File: src/rtl/rtkl_pkg.sv
// Package for the record table key lookup block: sizes, codes, record type
// and helpers. Depends on nothing; the cell, the top module and the testbench import it.
`timescale 1ns / 1ps
package rtkl_pkg;

  // Number of records the table can hold.
  localparam int CAPACITY = 10;
  // Width of the record count and of the walk step counter.
  localparam int CNT_W = $clog2(CAPACITY + 1);

  localparam logic [CNT_W-1:0] CAP_CNT   = CNT_W'(CAPACITY);
  localparam logic [CNT_W-1:0] LAST_STEP = CNT_W'(CAPACITY - 1);

  // Command codes.
  localparam logic [1:0] CMD_ADD    = 2'd0;
  localparam logic [1:0] CMD_REMOVE = 2'd1;
  localparam logic [1:0] CMD_SEARCH = 2'd2;
  localparam logic [1:0] CMD_SHOW   = 2'd3;

  // Status codes.
  localparam logic [1:0] STAT_OK       = 2'd0;
  localparam logic [1:0] STAT_FULL     = 2'd1;
  localparam logic [1:0] STAT_EMPTY    = 2'd2;
  localparam logic [1:0] STAT_NOTFOUND = 2'd3;

  typedef struct packed {
    logic [63:0] name;
    logic [7:0]  age;
  } record_t;

  // Fits a record count into the four-bit entry_total field.
  function automatic logic [3:0] to_total(input logic [CNT_W-1:0] cnt);
    logic [CNT_W+3:0] wide;
    wide = {4'b0000, cnt};
    return wide[3:0];
  endfunction

endpackage

File: src/rtl/rtkl_in_if.sv
// Command channel interface of the record table: valid, ready and one
// command word. Depends on nothing.
`timescale 1ns / 1ps
interface rtkl_in_if;
  logic        valid;
  logic        ready;
  logic [1:0]  command;
  logic [63:0] key_name;
  logic [7:0]  age_value;

  modport source (output valid, output command, output key_name, output age_value,
                  input ready);
  modport sink (input valid, input command, input key_name, input age_value,
                output ready);
endinterface

File: src/rtl/rtkl_out_if.sv
// Result channel interface of the record table: valid, ready and one
// result word. Depends on nothing.
`timescale 1ns / 1ps
interface rtkl_out_if;
  logic        valid;
  logic        ready;
  logic [1:0]  status;
  logic [63:0] record_name;
  logic [7:0]  record_age;
  logic [3:0]  entry_total;
  logic        last_result;

  modport source (output valid, output status, output record_name, output record_age,
                  output entry_total, output last_result, input ready);
  modport sink (input valid, input status, input record_name, input record_age,
                input entry_total, input last_result, output ready);
endinterface

File: src/rtl/rtkl_cell.sv
// One storage cell of the record ring: holds a single record and takes its
// neighbor's record on every shift. Depends on rtkl_pkg.
`timescale 1ns / 1ps
module rtkl_cell
  import rtkl_pkg::*;
(
  input  logic    clk,
  input  logic    shift_en,
  input  record_t rec_in,
  output record_t rec_out
);

  record_t rec_r;

  always_ff @(posedge clk) begin
    if (shift_en) begin
      rec_r <= rec_in;
    end
  end

  assign rec_out = rec_r;

endmodule

File: src/rtl/record_table_key_lookup.sv
// Record table key lookup: a table of up to CAPACITY records (64-bit name
// key, 8-bit age) that takes add, remove, search and show commands.
// Depends on rtkl_pkg, rtkl_in_if, rtkl_out_if and rtkl_cell.
//
// Use: a command word enters on in_ch when valid and ready are both high;
// ready is high only while no command is being worked on. Every command
// walks the record ring once, CAPACITY steps, and the next command is
// accepted only after the walk ends. The walk length is set by the ring
// of cells: each cycle in which the ring shifts, every cell passes its
// record toward the head, and one full turn brings the table back in order.
// Add, remove and search give one result word at the last step of the
// walk. Show gives one word per stored record as the walk reaches it, the
// final one marked by last_result, or a single empty-status word.
// Results sit in an output register; while the receiver holds ready low the
// ring freezes at any step that has a word to deliver, so nothing is lost.
// A command can be accepted while the last result word of the previous one
// still waits in the output register.
// Reset clears the record count and the control state; the stored records
// are not cleared, since entries at or above the count are never reported.
`timescale 1ns / 1ps
module record_table_key_lookup
  import rtkl_pkg::*;
(
  input  logic clk,
  input  logic rst_n,
  rtkl_in_if.sink    in_ch,
  rtkl_out_if.source out_ch
);

  // Controller states.
  localparam logic S_IDLE = 1'b0;
  localparam logic S_WALK = 1'b1;

  logic             state_r, state_nxt;
  logic [CNT_W-1:0] step_r, step_nxt;
  logic [CNT_W-1:0] count_r, count_nxt;
  logic [1:0]       cmd_r;
  record_t          key_rec_r;   // Key and age of the command being worked on.
  logic             found_r, found_nxt;
  record_t          hit_rec_r;

  logic             out_valid_r;
  logic [1:0]       out_status_r;
  record_t          out_rec_r;
  logic [3:0]       out_total_r;
  logic             out_last_r;

  record_t          cell_rec [CAPACITY];
  record_t          head_rec;
  record_t          next_rec;
  record_t          feed_rec;

  logic             in_fire;
  logic             walking;
  logic             in_range;
  logic             hit_now;
  logic             found_any;
  logic             is_show_list;
  logic             last_step;
  logic             emit;
  logic             out_free;
  logic             shift_go;
  logic [CNT_W-1:0] step_inc;
  logic [1:0]       fin_status;
  record_t          fin_rec;
  logic [CNT_W-1:0] fin_count;

  assign walking  = (state_r == S_WALK);
  assign in_ch.ready = !walking;
  assign in_fire  = in_ch.valid && in_ch.ready;
  assign out_free = !out_valid_r || out_ch.ready;

  // The head cell holds the record whose original index equals the step;
  // the cell behind it holds the following record.
  assign head_rec = cell_rec[0];
  generate
    if (CAPACITY > 1) begin : g_next
      assign next_rec = cell_rec[1];
    end else begin : g_next_one
      assign next_rec = cell_rec[0];
    end
  endgenerate

  assign step_inc  = step_r + CNT_W'(1);
  assign last_step = (step_r == LAST_STEP);
  assign in_range  = (step_r < count_r);

  // First exact key match among stored records.
  assign hit_now   = walking && in_range && !found_r && (head_rec.name == key_rec_r.name)
                     && ((cmd_r == CMD_REMOVE) || (cmd_r == CMD_SEARCH));
  assign found_any = found_r || hit_now;

  // Show on a non-empty table reports each stored record in turn; all other
  // cases report once at the end of the walk.
  assign is_show_list = (cmd_r == CMD_SHOW) && (count_r != '0);
  assign emit     = walking && (is_show_list ? in_range : last_step);
  assign shift_go = walking && (!emit || out_free);

  // Record that goes into the tail cell. A plain turn feeds the head back.
  // Add drops the new record in at the slot equal to the count. Remove,
  // from the matching record onward, feeds the following record instead,
  // which closes the gap and keeps the order.
  always_comb begin
    feed_rec = head_rec;
    unique case (cmd_r)
      CMD_ADD: begin
        if ((step_r == count_r) && (count_r != CAP_CNT)) begin
          feed_rec = key_rec_r;
        end
      end
      CMD_REMOVE: begin
        if (found_any) begin
          feed_rec = next_rec;
        end
      end
      default: begin
        feed_rec = head_rec;
      end
    endcase
  end

  // The ring of cells.
  generate
    for (genvar i = 0; i < CAPACITY; i++) begin : g_cell
      record_t link_in;
      if (i == CAPACITY - 1) begin : g_tail
        assign link_in = feed_rec;
      end else begin : g_body
        assign link_in = cell_rec[i+1];
      end
      rtkl_cell u_cell (
        .clk      (clk),
        .shift_en (shift_go),
        .rec_in   (link_in),
        .rec_out  (cell_rec[i])
      );
    end
  endgenerate

  // Final word of a single-result command and the count it leaves behind.
  always_comb begin
    fin_status = STAT_OK;
    fin_rec    = '0;
    fin_count  = count_r;
    unique case (cmd_r)
      CMD_ADD: begin
        if (count_r == CAP_CNT) begin
          fin_status = STAT_FULL;
        end else begin
          fin_count = count_r + CNT_W'(1);
        end
      end
      CMD_REMOVE, CMD_SEARCH: begin
        if (count_r == '0) begin
          fin_status = STAT_EMPTY;
        end else if (!found_any) begin
          fin_status = STAT_NOTFOUND;
        end else begin
          fin_rec = found_r ? hit_rec_r : head_rec;
          if (cmd_r == CMD_REMOVE) begin
            fin_count = count_r - CNT_W'(1);
          end
        end
      end
      default: begin
        fin_status = STAT_EMPTY;
      end
    endcase
  end

  // Controller.
  always_comb begin
    state_nxt = state_r;
    step_nxt  = step_r;
    count_nxt = count_r;
    found_nxt = found_r;
    if (!walking) begin
      if (in_fire) begin
        state_nxt = S_WALK;
        step_nxt  = '0;
        found_nxt = 1'b0;
      end
    end else if (shift_go) begin
      if (hit_now) begin
        found_nxt = 1'b1;
      end
      if (last_step) begin
        state_nxt = S_IDLE;
        count_nxt = is_show_list ? count_r : fin_count;
      end else begin
        step_nxt = step_inc;
      end
    end
  end

  always_ff @(posedge clk) begin
    if (!rst_n) begin
      state_r <= S_IDLE;
      step_r  <= '0;
      count_r <= '0;
      found_r <= 1'b0;
    end else begin
      state_r <= state_nxt;
      step_r  <= step_nxt;
      count_r <= count_nxt;
      found_r <= found_nxt;
    end
  end

  always_ff @(posedge clk) begin
    if (in_fire) begin
      cmd_r          <= in_ch.command;
      key_rec_r.name <= in_ch.key_name;
      key_rec_r.age  <= in_ch.age_value;
    end
    if (hit_now && shift_go) begin
      hit_rec_r <= head_rec;
    end
  end

  // Output register.
  always_ff @(posedge clk) begin
    if (!rst_n) begin
      out_valid_r <= 1'b0;
    end else if (emit && out_free) begin
      out_valid_r <= 1'b1;
    end else if (out_ch.ready) begin
      out_valid_r <= 1'b0;
    end
  end

  always_ff @(posedge clk) begin
    if (emit && out_free) begin
      if (is_show_list) begin
        out_status_r <= STAT_OK;
        out_rec_r    <= head_rec;
        out_total_r  <= to_total(count_r);
        out_last_r   <= (step_inc == count_r);
      end else begin
        out_status_r <= fin_status;
        out_rec_r    <= fin_rec;
        out_total_r  <= to_total(fin_count);
        out_last_r   <= 1'b1;
      end
    end
  end

  assign out_ch.valid       = out_valid_r;
  assign out_ch.status      = out_status_r;
  assign out_ch.record_name = out_rec_r.name;
  assign out_ch.record_age  = out_rec_r.age;
  assign out_ch.entry_total = out_total_r;
  assign out_ch.last_result = out_last_r;

endmodule

File: src/flat_wrapper.sv
// flat-port wrapper written by rule: the top's interface ports become plain ports
module record_table_key_lookup_flat import rtkl_pkg::*;
  (clk, rst_n, in_ch_valid, in_ch_command, in_ch_key_name, in_ch_age_value, in_ch_ready, out_ch_valid, out_ch_status, out_ch_record_name, out_ch_record_age, out_ch_entry_total, out_ch_last_result, out_ch_ready);
  rtkl_in_if in_ch_i ();
  rtkl_out_if out_ch_i ();
  input  logic clk;
  input  logic rst_n;
  input wire logic [$bits(in_ch_i.valid)-1:0] in_ch_valid;
  input wire logic [$bits(in_ch_i.command)-1:0] in_ch_command;
  input wire logic [$bits(in_ch_i.key_name)-1:0] in_ch_key_name;
  input wire logic [$bits(in_ch_i.age_value)-1:0] in_ch_age_value;
  output wire logic [$bits(in_ch_i.ready)-1:0] in_ch_ready;
  output wire logic [$bits(out_ch_i.valid)-1:0] out_ch_valid;
  output wire logic [$bits(out_ch_i.status)-1:0] out_ch_status;
  output wire logic [$bits(out_ch_i.record_name)-1:0] out_ch_record_name;
  output wire logic [$bits(out_ch_i.record_age)-1:0] out_ch_record_age;
  output wire logic [$bits(out_ch_i.entry_total)-1:0] out_ch_entry_total;
  output wire logic [$bits(out_ch_i.last_result)-1:0] out_ch_last_result;
  input wire logic [$bits(out_ch_i.ready)-1:0] out_ch_ready;
  assign in_ch_i.valid = in_ch_valid;
  assign in_ch_i.command = in_ch_command;
  assign in_ch_i.key_name = in_ch_key_name;
  assign in_ch_i.age_value = in_ch_age_value;
  assign in_ch_ready = in_ch_i.ready;
  assign out_ch_valid = out_ch_i.valid;
  assign out_ch_status = out_ch_i.status;
  assign out_ch_record_name = out_ch_i.record_name;
  assign out_ch_record_age = out_ch_i.record_age;
  assign out_ch_entry_total = out_ch_i.entry_total;
  assign out_ch_last_result = out_ch_i.last_result;
  assign out_ch_i.ready = out_ch_ready;
  record_table_key_lookup u_core (.clk(clk), .rst_n(rst_n), .in_ch(in_ch_i), .out_ch(out_ch_i));
endmodule
File: config.mk
export PLATFORM = sky130hd
export DESIGN_NAME = record_table_key_lookup_flat
export DESIGN_NICKNAME = d
export VERILOG_FILES = /design/src/rtl/rtkl_pkg.sv /design/src/rtl/rtkl_in_if.sv /design/src/rtl/rtkl_out_if.sv /design/src/rtl/rtkl_cell.sv /design/src/rtl/record_table_key_lookup.sv /design/src/flat_wrapper.sv
export SDC_FILE = /design/constraint.sdc
export NUM_CORES = 1
export LEC_CHECK = 0
export BUFFER_PORTS_ARGS = -buffer_cell sky130_fd_sc_hd__buf_2
export CORE_MARGIN = 2
export CORE_UTILIZATION = 54
export DETAILED_ROUTE_END_ITERATION = 10
export HOLD_SLACK_MARGIN = 0.15
export PLACE_DENSITY = 0.74
export SYNTH_ARGS = -nofsm -noshare
export SYNTH_HDL_FRONTEND = slang
export SYNTH_SLANG_ARGS = --single-unit
export TNS_END_PERCENT = 20
File: constraint.sdc
create_clock -name clk -period 19.7 [get_ports clk]
set_clock_uncertainty 0.1 [all_clocks]
set_input_delay 1.97 -clock clk [delete_from_list [all_inputs] [get_ports clk]]
set_output_delay 1.97 -clock clk [all_outputs]
set_load 0.02 [all_outputs]
==> flow_summary.toml <==
[status]
status = "completed"

[sta]
post-route-period-util_pct = 25.6
finalCriticalPeriod_ns = 5.04
tns_ns = 0
hold_viol = 0
maxSlewViolCount = 0
max-slew-margin-rel_pct = 23.2
setup_violations = 0
max_freq_mhz = 198
worst_pin_slew_ns = 1.15
rsz0062_at_grt = "false"

[layout]
mostFrequentLayoutCell = "edfxtp_1"
fin_nets = 1825
antennaDiodeCount = 0
syn_to_final_growth_pct = 14.4
layout_common_cells = "edfxtp_1 (945), buf_2 (158), nand2_1 (139)"
layout-drive-gt1-share_pct = 19.3
final_util_pct = 62.6

[global_route]
antenna_found_initial = 0
grt_util_all_layers_pct = 19.0
first_global_vias = 14500
grt_pass1_wl_um = 88100
grt-ovfl-total = 0
grt_max_degree = 208

[synthesis]
yosysUniqueCellTypes = 53
synth_cells = 1514
synth_mux_area_share_pct = 0.483
synth_ff_type = "edfxtp_1"
synth-compound-area-share_pct = 4.78
synth_top_family_by_area = "compound AO/OA/AOI/OAI gates"
yosysWarningCount = 0
synth_edf_count = 945
yosys.area_share.simple_pct = 2.93
async_flop_share_pct = 0
synth_xor_area_share_pct = 1.87
syn_area_mm2 = 0.0324
syn-mean-instance-area_um2 = 21.4
synth_fa_ha_area_share_pct = 0.502
ys_seq_area_share_pct = 88.3
yosys_register_bits = 956
syn-num-nets = 1605

[critical_path]
crit_arrival_ns = 5.20
crit_fanout = 93
crit_path_end_kind = "flip-flop"
startpoint_type = "flip-flop"
crit_required_ns = 19.86
crit_start = "u_core.count_r[1]"
r2r-start = "u_core.count_r[1]"
criticalPathCategory = "flip-flop to flip-flop"

[cts]
cts_tree = "built"
cts.clk_slew.worst_paths_ns = 0.06
cts_root_buf = "clkbuf_16"
clk_path_buf_depth = 3
post_cts_buffers = 0
ctsResizeCount = 0
hold_buffers = 0
cts.sinks = 956
htree_levels = 3
cts_buffers = 91
clock_latency_ns = 0.64

[floorplanning]
die_area_mm2 = 0.0619
io_pins = 159
core_mm2 = 0.0591
dieHeight_um = 249
start_util_pct = 54.8
die_w_um = 249
row_count = 89

[power_and_ir_drop]
max-vdd-ir-drop_uv = 77.1
p_leak_uw = 0.0131
p_per_area_mw_per_mm2 = 116

[route]
postRouteWirelength_um = 59400
first_pass_iters = 6
vias = 14700
antenna_left = 0
drtIter0Drc = 1793
post_drt_via_cell_ratio = 5.69
remaining_drc_errors = 0
routedWlPerCell_um = 23.0

[placed_design]
dp_hpwl_um = 33200
port_buffers = 158
place_congestion = 0.875

[hold_path]
hold_start = "u_core.g_cell[2].u_cell.rec_out[39]"
hold_path_class = "flip-flop to flip-flop"

[job]
drv_cap = 0
[logic make-up (layout without fill, tap and decap cells)]
logic type | after synthesis | in the layout
AOI/OAI and AO/OA | 187 | 187
xor gates and xnor gates | 69 | 69
adders and majority gates | 13 | 13
buffers and inverters | 59 | 354
DFF | 956 | 956
muxes | 15 | 15
and+or+nand+nor | 215 | 215
[state kept, by name, summed over array words and instances (netlist names), 4 cells and up]
register,count
u_core.g_cell.u_cell.rec_out,720
u_core.key_rec_r,72
u_core.count_r,4
u_core.hit_rec_r,72
u_core.out_ch.record_age,8
u_core.out_ch.entry_total,4
u_core.out_ch.record_name,64
u_core.step_r,4
[worst max-delay path, cell delays in order (launching register included)]
cell,delay (ns)
dfxtp_1,0.50
inv_1,0.15
ha_1,0.32
a21oi_1,0.07
o21ai_0,0.59
mux2_2,0.36
o21a_4,0.58
buf_4,0.89
buf_4,0.99
[Yosys cell counts, types with 2 or more instances]
cell type  instances  share of area, %
a21boi_0           3             0.070
a21oi_1           11              0.17
a221o_1            8              0.25
a22o_1            72               1.9
a22oi_1           52               1.2
a22oi_2           12              0.46
a31o_2             2             0.054
a32oi_1            2             0.054
and2_1             6              0.12
and3_1             2             0.039
buf_2             14              0.22
buf_6              8              0.28
clkbuf_1          15              0.17
clkbuf_8           5              0.21
dfxtp_1           11              0.68
edfxtp_1         945                88
ha_1              13              0.50
inv_1             13              0.15
mux2_2             5              0.17
mux2i_1           10              0.31
nand2_1          139               1.6
nand2b_1           2             0.039
nand3_1            6             0.093
nand4_1           13              0.25
nor2_1            19              0.22
nor3_1             7              0.11
nor4_1            12              0.23
o211ai_1           2             0.046
o21a_1             4             0.093
o21ai_0            8              0.12
o221a_2            2             0.070
or3_1              3             0.058
xnor2_1           23              0.62
xor2_1            46               1.2
[layer usage]
| layer | wire length [um] | vias up | share of wire (%) | track usage (%) |
|---|---|---|---|---|
| met5 | 0 | - | 0 | 0 |
| met4 | 2070 | 0 | 3.5 | 8.26 |
| met3 | 4890 | 124 | 8.2 | 3.83 |
| met2 | 27000 | 680 | 46 | 28.0 |
| met1 | 25400 | 7439 | 43 | 27.9 |
| li1 | - | 6449 | - | - |
[worst paths after layout]
kind	endpoint	slack (ns)	cells after the start
max	u_core.g_cell[6].u_cell.rec_out[52]	14.66	8
min	u_core.g_cell[1].u_cell.rec_out[39]	0.30	0
max reg2reg	u_core.g_cell[6].u_cell.rec_out[52]	14.66	8
min reg2reg	u_core.g_cell[1].u_cell.rec_out[39]	0.30	0
[layout make-up]
class                   count  area, um^2
flip-flops and latches    956       28600
multi-input cells         499        3460
repair buffers            172         921
clock inverters            61         664
well taps                 773         967
fillers                  3854       22100
inverters                  14        53.8
clock buffers             107        2380
[through the flow]
step / total power (uW) / setup slack (ns) / instance area [um^2] / cells / hold WS [ns]
6_report: 4280 / 14.66 / 37000 / 2582 / 0.296
5_1_grt: 4410 / 14.29 / 37000 / 2582 / 0.302
3_5_place_dp: 2550 / 14.33 / 34000 / 2414 / 0.305
3_3_place_gp: 2540 / 14.47 / 34000 / 2414 / 0.300
2_1_floorplan: 2520 / 5.78 / 32400 / 1514 / 0.300
4_1_cts: 4320 / 14.59 / 37000 / 2582 / 0.296
[where the power goes]
| group | total [uW] | switching, uW | leakage (uW) | internal [uW] |
|---|---|---|---|---|
| clock network | 1770 | 740 | 0.00150 | 1030 |
| logic | 109 | 81.3 | 0.00235 | 27.4 |
| registers | 2400 | 46.5 | 0.00921 | 2360 |
| total | 4280 | 868 | 0.0131 | 3410 |
Note: power is estimated with default switching activity, not from simulation.
